File: src/mme_pkg.sv
// Shared constants, types and helpers for the matrix multiply engine.
// No dependencies; every other file imports this package.
package mme_pkg;

    localparam int MAX_DIM    = 8;
    localparam int ELEM_WIDTH = 16;

    localparam int IDX_W     = $clog2(MAX_DIM);
    localparam int MEM_DEPTH = MAX_DIM * MAX_DIM;
    localparam int ADDR_W    = $clog2(MEM_DEPTH);

    localparam int CFG_W     = 4;
    localparam int CFG_IDX_W = 2;
    localparam int OPC_W     = 2;
    localparam int FLD_IDX_W = 3;
    localparam int IN_VAL_W  = 16;
    localparam int PV_W      = 40;

    localparam int PROD_W = 2 * ELEM_WIDTH;
    localparam int ACC_W  = PROD_W + $clog2(MAX_DIM);
    localparam int EXT_W  = (ACC_W > PV_W) ? ACC_W : PV_W;

    localparam logic [CFG_W-1:0]     CFG_RESET_VAL = 4'd8;
    localparam logic [CFG_IDX_W-1:0] CFG_ROWS_A    = 2'd0;
    localparam logic [CFG_IDX_W-1:0] CFG_INNER_DIM = 2'd1;
    localparam logic [CFG_IDX_W-1:0] CFG_COLS_B    = 2'd2;

    localparam logic signed [PV_W-1:0] PV_MAX = {1'b0, {(PV_W-1){1'b1}}};
    localparam logic signed [PV_W-1:0] PV_MIN = {1'b1, {(PV_W-1){1'b0}}};

    typedef enum logic [OPC_W-1:0] {
        OP_WRITE_LEFT  = 2'd0,
        OP_WRITE_RIGHT = 2'd1,
        OP_COMPUTE     = 2'd2
    } t_opcode;

    typedef enum logic [1:0] {
        ST_IDLE,
        ST_ISSUE,
        ST_DRAIN,
        ST_EMIT
    } t_state;

    typedef struct packed {
        logic valid;
        logic first;
    } t_mac_ctl;

    // zero counts as one, anything above MAX_DIM clamps to MAX_DIM
    function automatic logic [IDX_W-1:0] last_index(input logic [CFG_W-1:0] v);
        if (v == '0) begin
            return '0;
        end else if (int'(v) > MAX_DIM) begin
            return IDX_W'(MAX_DIM - 1);
        end else begin
            return IDX_W'(int'(v) - 1);
        end
    endfunction

    function automatic logic signed [PV_W-1:0] sat_pv(input logic signed [ACC_W-1:0] acc);
        logic signed [EXT_W-1:0] x;
        logic signed [EXT_W-1:0] hi;
        logic signed [EXT_W-1:0] lo;
        x  = EXT_W'(acc);
        hi = EXT_W'(PV_MAX);
        lo = EXT_W'(PV_MIN);
        if (x > hi) begin
            return PV_MAX;
        end else if (x < lo) begin
            return PV_MIN;
        end else begin
            return PV_W'(x);
        end
    endfunction

endpackage

File: src/matrix_multiply_engine_core.sv
// Matrix multiply engine: element stores, sequencer and output register.
// Depends on mme_pkg and mme_mac.
// Load words: one per cycle, no result. Compute word: input stalls while each of rows * cols elements
// is read from the stores, multiplied and accumulated through the single shared multiply-accumulate
// unit, drained and then emitted to the output register, plus any output stalls.
// Reset is synchronous active low; sizes return to 8, stores hold unknown data.
module matrix_multiply_engine_core
    import mme_pkg::*;
(
    input  logic                       i_clk,
    input  logic                       i_rst_n,
    input  logic                       i_cfg_we,
    input  logic [CFG_IDX_W-1:0]       i_cfg_index,
    input  logic [CFG_W-1:0]           i_cfg_data,
    input  logic                       i_in_valid,
    output logic                       o_in_stall,
    input  logic [OPC_W-1:0]           i_opcode,
    input  logic [FLD_IDX_W-1:0]       i_row_index,
    input  logic [FLD_IDX_W-1:0]       i_col_index,
    input  logic signed [IN_VAL_W-1:0] i_element_value,
    output logic                       o_out_valid,
    input  logic                       i_out_stall,
    output logic [FLD_IDX_W-1:0]       o_out_row,
    output logic [FLD_IDX_W-1:0]       o_out_col,
    output logic signed [PV_W-1:0]     o_product_value,
    output logic                       o_last
);

    logic [CFG_W-1:0] r_rows_a;
    logic [CFG_W-1:0] r_inner_dim;
    logic [CFG_W-1:0] r_cols_b;

    logic [ELEM_WIDTH-1:0] r_left_mem  [MEM_DEPTH];
    logic [ELEM_WIDTH-1:0] r_right_mem [MEM_DEPTH];
    logic signed [ELEM_WIDTH-1:0] r_left_q;
    logic signed [ELEM_WIDTH-1:0] r_right_q;
    t_mac_ctl r_rd_ctl;

    t_state r_state;
    t_state n_state;

    logic [IDX_W-1:0] r_row;
    logic [IDX_W-1:0] r_col;
    logic [IDX_W-1:0] r_k;
    logic [IDX_W-1:0] r_nr_last;
    logic [IDX_W-1:0] r_nk_last;
    logic [IDX_W-1:0] r_nc_last;

    logic                   r_out_valid;
    logic [FLD_IDX_W-1:0]   r_out_row;
    logic [FLD_IDX_W-1:0]   r_out_col;
    logic signed [PV_W-1:0] r_out_value;
    logic                   r_out_last;

    logic                   w_in_stall;
    logic                   w_issue;
    logic                   w_emit;
    logic                   w_accept;
    logic                   w_start;
    logic                   w_wr_ok;
    logic                   w_k_last;
    logic                   w_elem_last;
    logic                   w_pipe_empty;
    logic                   w_out_free;
    logic                   w_mac_busy;
    logic signed [PV_W-1:0] w_mac_sum;
    logic [ADDR_W-1:0]      w_wr_addr;
    logic [ADDR_W-1:0]      w_rd_addr_l;
    logic [ADDR_W-1:0]      w_rd_addr_r;

    assign w_accept     = i_in_valid && !w_in_stall;
    assign w_start      = w_accept && (t_opcode'(i_opcode) == OP_COMPUTE);
    assign w_wr_ok      = (int'(i_row_index) < MAX_DIM) && (int'(i_col_index) < MAX_DIM);
    assign w_k_last     = (r_k == r_nk_last);
    assign w_elem_last  = (r_row == r_nr_last) && (r_col == r_nc_last);
    assign w_pipe_empty = !r_rd_ctl.valid && !w_mac_busy;
    assign w_out_free   = !r_out_valid || !i_out_stall;

    assign w_wr_addr   = ADDR_W'(int'(i_row_index) * MAX_DIM + int'(i_col_index));
    assign w_rd_addr_l = ADDR_W'(int'(r_row) * MAX_DIM + int'(r_k));
    assign w_rd_addr_r = ADDR_W'(int'(r_k) * MAX_DIM + int'(r_col));

    always_ff @(posedge i_clk) begin
        if (!i_rst_n) begin
            r_rows_a    <= CFG_RESET_VAL;
            r_inner_dim <= CFG_RESET_VAL;
            r_cols_b    <= CFG_RESET_VAL;
        end else if (i_cfg_we) begin
            case (i_cfg_index)
                CFG_ROWS_A:    r_rows_a    <= i_cfg_data;
                CFG_INNER_DIM: r_inner_dim <= i_cfg_data;
                CFG_COLS_B:    r_cols_b    <= i_cfg_data;
                default: ;
            endcase
        end
    end

    always_ff @(posedge i_clk) begin
        if (w_accept && w_wr_ok) begin
            case (t_opcode'(i_opcode))
                OP_WRITE_LEFT:  r_left_mem[w_wr_addr]  <= ELEM_WIDTH'(i_element_value);
                OP_WRITE_RIGHT: r_right_mem[w_wr_addr] <= ELEM_WIDTH'(i_element_value);
                default: ;
            endcase
        end
    end

    always_ff @(posedge i_clk) begin
        if (w_issue) begin
            r_left_q  <= r_left_mem[w_rd_addr_l];
            r_right_q <= r_right_mem[w_rd_addr_r];
        end
    end

    always_ff @(posedge i_clk) begin
        if (!i_rst_n) begin
            r_rd_ctl <= '0;
        end else begin
            r_rd_ctl.valid <= w_issue;
            r_rd_ctl.first <= (r_k == '0);
        end
    end

    mme_mac u_mac (
        .i_clk   (i_clk),
        .i_rst_n (i_rst_n),
        .i_ctl   (r_rd_ctl),
        .i_left  (r_left_q),
        .i_right (r_right_q),
        .o_busy  (w_mac_busy),
        .o_sum   (w_mac_sum)
    );

    always_ff @(posedge i_clk) begin
        if (!i_rst_n) begin
            r_state <= ST_IDLE;
        end else begin
            r_state <= n_state;
        end
    end

    always_comb begin
        n_state = r_state;
        case (r_state)
            ST_IDLE:  if (w_start)      n_state = ST_ISSUE;
            ST_ISSUE: if (w_k_last)     n_state = ST_DRAIN;
            ST_DRAIN: if (w_pipe_empty) n_state = ST_EMIT;
            ST_EMIT:  if (w_out_free)   n_state = w_elem_last ? ST_IDLE : ST_ISSUE;
            default:                    n_state = ST_IDLE;
        endcase
    end

    always_comb begin
        w_in_stall = 1'b1;
        w_issue    = 1'b0;
        w_emit     = 1'b0;
        case (r_state)
            ST_IDLE:  w_in_stall = 1'b0;
            ST_ISSUE: w_issue    = 1'b1;
            ST_DRAIN: ;
            ST_EMIT:  w_emit     = w_out_free;
            default:  ;
        endcase
    end

    always_ff @(posedge i_clk) begin
        if (!i_rst_n) begin
            r_row     <= '0;
            r_col     <= '0;
            r_k       <= '0;
            r_nr_last <= '0;
            r_nk_last <= '0;
            r_nc_last <= '0;
        end else begin
            if (w_start) begin
                r_row     <= '0;
                r_col     <= '0;
                r_k       <= '0;
                r_nr_last <= last_index(r_rows_a);
                r_nk_last <= last_index(r_inner_dim);
                r_nc_last <= last_index(r_cols_b);
            end
            if (w_issue) begin
                r_k <= w_k_last ? '0 : r_k + 1'b1;
            end
            if (w_emit) begin
                if (r_col == r_nc_last) begin
                    r_col <= '0;
                    r_row <= r_row + 1'b1;
                end else begin
                    r_col <= r_col + 1'b1;
                end
            end
        end
    end

    always_ff @(posedge i_clk) begin
        if (!i_rst_n) begin
            r_out_valid <= 1'b0;
        end else if (w_emit) begin
            r_out_valid <= 1'b1;
        end else if (!i_out_stall) begin
            r_out_valid <= 1'b0;
        end
    end

    always_ff @(posedge i_clk) begin
        if (w_emit) begin
            r_out_row   <= FLD_IDX_W'(r_row);
            r_out_col   <= FLD_IDX_W'(r_col);
            r_out_value <= w_mac_sum;
            r_out_last  <= w_elem_last;
        end
    end

    assign o_in_stall      = w_in_stall;
    assign o_out_valid     = r_out_valid;
    assign o_out_row       = r_out_row;
    assign o_out_col       = r_out_col;
    assign o_product_value = r_out_value;
    assign o_last          = r_out_last;

    a_emit_after_drain: assert property (@(posedge i_clk) disable iff (!i_rst_n)
        (r_state == ST_EMIT) |-> w_pipe_empty)
        else $error("product emitted before accumulation finished");

    a_start_issues: assert property (@(posedge i_clk) disable iff (!i_rst_n)
        w_start |=> (r_state == ST_ISSUE) && (r_k == '0) && (r_row == '0) && (r_col == '0))
        else $error("compute word did not start a clean walk");

    a_k_in_range: assert property (@(posedge i_clk) disable iff (!i_rst_n)
        (r_state == ST_ISSUE) |-> (r_k <= r_nk_last))
        else $error("inner index ran past the inner size");

    a_last_marks_final: assert property (@(posedge i_clk) disable iff (!i_rst_n)
        w_emit |=> (o_last == ((o_out_row == FLD_IDX_W'(r_nr_last))
                            && (o_out_col == FLD_IDX_W'(r_nc_last)))))
        else $error("last flag does not match final product element");

endmodule

File: src/mme_mac.sv
// Shared multiply-accumulate unit: registered product, then accumulator.
// Depends on mme_pkg for widths, control struct and saturation.
module mme_mac
    import mme_pkg::*;
(
    input  logic                         i_clk,
    input  logic                         i_rst_n,
    input  t_mac_ctl                     i_ctl,
    input  logic signed [ELEM_WIDTH-1:0] i_left,
    input  logic signed [ELEM_WIDTH-1:0] i_right,
    output logic                         o_busy,
    output logic signed [PV_W-1:0]       o_sum
);

    t_mac_ctl                  r_ctl;
    logic signed [PROD_W-1:0]  r_prod;
    logic signed [ACC_W-1:0]   r_acc;

    always_ff @(posedge i_clk) begin
        if (!i_rst_n) begin
            r_ctl <= '0;
        end else begin
            r_ctl <= i_ctl;
        end
    end

    always_ff @(posedge i_clk) begin
        if (i_ctl.valid) begin
            r_prod <= i_left * i_right;
        end
        if (r_ctl.valid) begin
            if (r_ctl.first) begin
                r_acc <= ACC_W'(r_prod);
            end else begin
                r_acc <= r_acc + ACC_W'(r_prod);
            end
        end
    end

    assign o_busy = r_ctl.valid;
    assign o_sum  = sat_pv(r_acc);

endmodule

File: config.mk
export PLATFORM = sky130hd
export DESIGN_NAME = matrix_multiply_engine_core
export DESIGN_NICKNAME = d
export VERILOG_FILES = /design/src/mme_pkg.sv /design/src/matrix_multiply_engine_core.sv /design/src/mme_mac.sv
export SDC_FILE = /design/constraint.sdc
export NUM_CORES = 2
export LEC_CHECK = 0
export ABC_AREA = 0
export BUFFER_PORTS_ARGS = -buffer_cell sky130_fd_sc_hd__buf_2
export CORE_MARGIN = 8
export CORE_UTILIZATION = 45
export DETAILED_ROUTE_END_ITERATION = 8
export PLACE_DENSITY = 0.61
export SLEW_MARGIN = 20
export SYNTH_ARGS = -nofsm -noshare
export SYNTH_HDL_FRONTEND = slang
export SYNTH_SLANG_ARGS = --single-unit
File: constraint.sdc
create_clock -name i_clk -period 7.8 [get_ports i_clk]
set_input_delay 0.39 -clock i_clk [delete_from_list [all_inputs] [get_ports i_clk]]
set_output_delay 0.39 -clock i_clk [all_outputs]
set_load 0.01 [all_outputs]
==> metrics.txt <==
area grow syn2layout=11.9%; max-cap viol count=0; WL final=225 mm; Power Density=430 nW/µm²; vias per inst=5.70; clk_skew=0.0331 ns; Yosys top cell by area=edfxtp_1; Final Slew Violations=0; H-tree Lvls=4; top cells by count, synth=edfxtp_1 (2190), mux4_2 (672), inv_1 (312); CTS root buf=clkbuf_16; Yosys top cell area share=0.686; final setup margin=1.09 ns; Antenna Violating Nets Remaining=0; ys flop type=edfxtp_1; Buffers & Inverters on Critical Path=3; first-pass GRT wire length=328 mm; mapped cell area=95900 µm²; worst ir drop on vdd=0.000983 V; Site Rows=169; critical path type=reg2reg; EDFF count, synth=2190; CTS clock-pin slew for the worst setup and hold paths=0.06 ns; HPWL after DPL=136 mm; nets=5461; r2r endpoint=u_mac.r_prod[29]; CP most frequent cell=fa_1; Worst-Skew Late Latency=0.86 ns; Synth area leaders=edfxtp_1 (69%), mux4_2 (16%), fa_1 (5.5%); worst r2r path cells=19; Ports=84; largest net degree at the start of global routing=126; final global-route overflow total=0; initial core utilization=0.452; Total GRT Usage=0.195; Final Hold Vio Count=0; CP Capture Point=u_mac.r_prod[29]; CP max stage cell=fa_1; Critical Path Stages=19; total CTS buffers=214; minimum clock period=6.71 ns; r2r setup slk=1.09 ns; FF-to-FF Start=r_right_q[1]; Crit. End Element=flop; wire per inst=27.9 µm; count leader, synth=edfxtp_1; f_max=149 MHz; Max stage delay on crit path=0.76 ns; share of cells above drive strength 1=0.242; ys async rst share=0; vias in the first global route=47.2k; Worst slew margin=0.229; clock sinks=2227; HP Class=in2reg; first element of the critical path=r_right_q[1]; Unique masters post-synth=63; crit-path leading delay family=adder cells; Post-Synthesis Cells=4790; Max FO, Critical Path=16; Seq/Total Area, Yosys=0.693; initial antenna violation count=27; total core area=212000 µm²; synthesized area per cell=20.0 µm²; crit path cell chain=nand2_1 > inv_1 > fa_1 > fa_1 > fa_1 > fa_1 > fa_1 > inv_1 > fa_1 > inv_1 > ha_1 > and3_1 > a221o_1 > a21oi_1 > a21boi_1 > o21ai_1 > a41oi_1 > nor2b_1 > xnor2_1; pre-CTS setup slack=1.04 ns; post-route DRC violation count=0; Arr. time, crit path=7.30 ns; IO buf count=83; CP Launch Type=flop; Critical Path RT=8.39 ns; status=completed; total number of vias=45.8k; syn_nets=5216; die area=228000 µm²; Yosys reg bits=2227; Worst Tran Pin Value=1.16 ns; Die Ht=478 µm; leakage=34.8 nW; RSZ-0062 raised after global routing=false; clk buf depth=3; setup TNS=0 ns; Ys Warns=0; First-pass DRT Iterations=5; worst hold margin=0.0822 ns; final setup fails=0; Initial DRC Count=5246; period utilisation layout=0.861; gpl congestion=0.827; TritonCTS clock tree=yes; Die W=478 µm
cell usage in the layout (no fill, tap or decap), drive strengths merged, types with 9 or more instances in the layout:
cell type    instances
edfxtp            2190
mux4               672
inv                316
fa                 263
clkbuf             263
buf                257
nand2              201
nor2               183
and2               129
ha                 128
clkinv             101
o21ai               69
a21oi               62
xnor2               44
dfxtp               37
xor2                31
nand3               26
nor2b               26
dlygate4sd3         24
a21o                17
bufinv              16
a31oi               13
nand2b              12
diode               11
and3                 9
nor3                 9
clkinvlp             9
metrics by stage:
| step | utilization | instances | power [mW] | cell area, µm² |
|---|---|---|---|---|
| after floorplan | - | 4790 | 32.0 | 95900 |
| after global placement | 0.473 | 7615 | 36.1 | 100000 |
| after detailed placement | 0.473 | 7615 | 36.5 | 100000 |
| after CTS | 0.506 | 8031 | 46.7 | 107000 |
| after global routing | 0.506 | 8035 | 50.1 | 107000 |
| final | 0.506 | 8043 | 46.1 | 107000 |
registers in the layout, indices dropped and copies added, names as in the netlist, 16 cells and up:
register	count
u_mac.r_acc	35
r_left_q	16
u_mac.r_prod	32
r_right_mem	1024
r_right_q	16
r_left_mem	1024
o_product_value	36
cell type report:
class                           instances  area [µm²]
Inverter                              313        1180
Sequential cell                      2227       66500
Multi-Input combinational cell       1998       27100
Antenna cell                           11        27.5
Tap cell                             2821        3530
Clock buffer                          263        5620
Timing Repair Buffer                  281        2120
Clock inverter                        129        1160
Fill cell                           16700      105000
power breakdown:
group | internal [mW] | total (mW) | leakage (nW) | switching [mW]
combinational | 9.44 | 21.2 | 11.5 | 11.7
sequential | 14.7 | 14.9 | 20.0 | 0.247
clock | 5.64 | 10.1 | 3.30 | 4.41
total | 29.8 | 46.1 | 34.8 | 16.4
worst min-delay path by stage:
stage                            start            endpoint  slack (ns)  cells after the start
floorplan                     r_row[2]        o_out_row[2]        0.41                      0
global placement           r_rd_ctl[0]      u_mac.r_ctl[0]        0.42                      1
detailed placement         r_rd_ctl[0]      u_mac.r_ctl[0]        0.42                      1
CTS                           i_cfg_we         r_cols_b[3]        0.01                      4
global route        i_element_value[5]  r_right_mem[36][5]        0.07                      1
finish              i_element_value[5]  r_right_mem[38][5]        0.08                      1
per-layer routing:
| metal | GRT usage | vias up | wire, µm |
|---|---|---|---|
| met3 | 0.0477 | 263 | 18900 |
| met2 | 0.304 | 1610 | 105000 |
| met4 | 0.0456 | 4 | 4610 |
| met1 | 0.282 | 24600 | 95900 |
| met5 | 0 | - | 33 |
| li1 | - | 19300 | - |
repair_timing:
item / CTS / global route
hold buffers: 24 / 0
endpoints found under the hold margin: 464 / 0
gates resized for setup: 0 / 0
buffers inserted: 0 / 0
endpoints found under the setup margin: 0 / 0
cell families after synthesis:
| kind of cell | Yosys count | synth area share |
|---|---|---|
| DFF | 2227 | 0.693 |
| muxes | 683 | 0.159 |
| and+or+nand+nor | 626 | 0.0308 |
| buffers and inverters | 565 | 0.0241 |
| adders and majority gates | 397 | 0.0722 |
| AOI/OAI and AO/OA | 217 | 0.0137 |
| xor gates and xnor gates | 75 | 0.00685 |
Power figures use the tool's default switching activity.
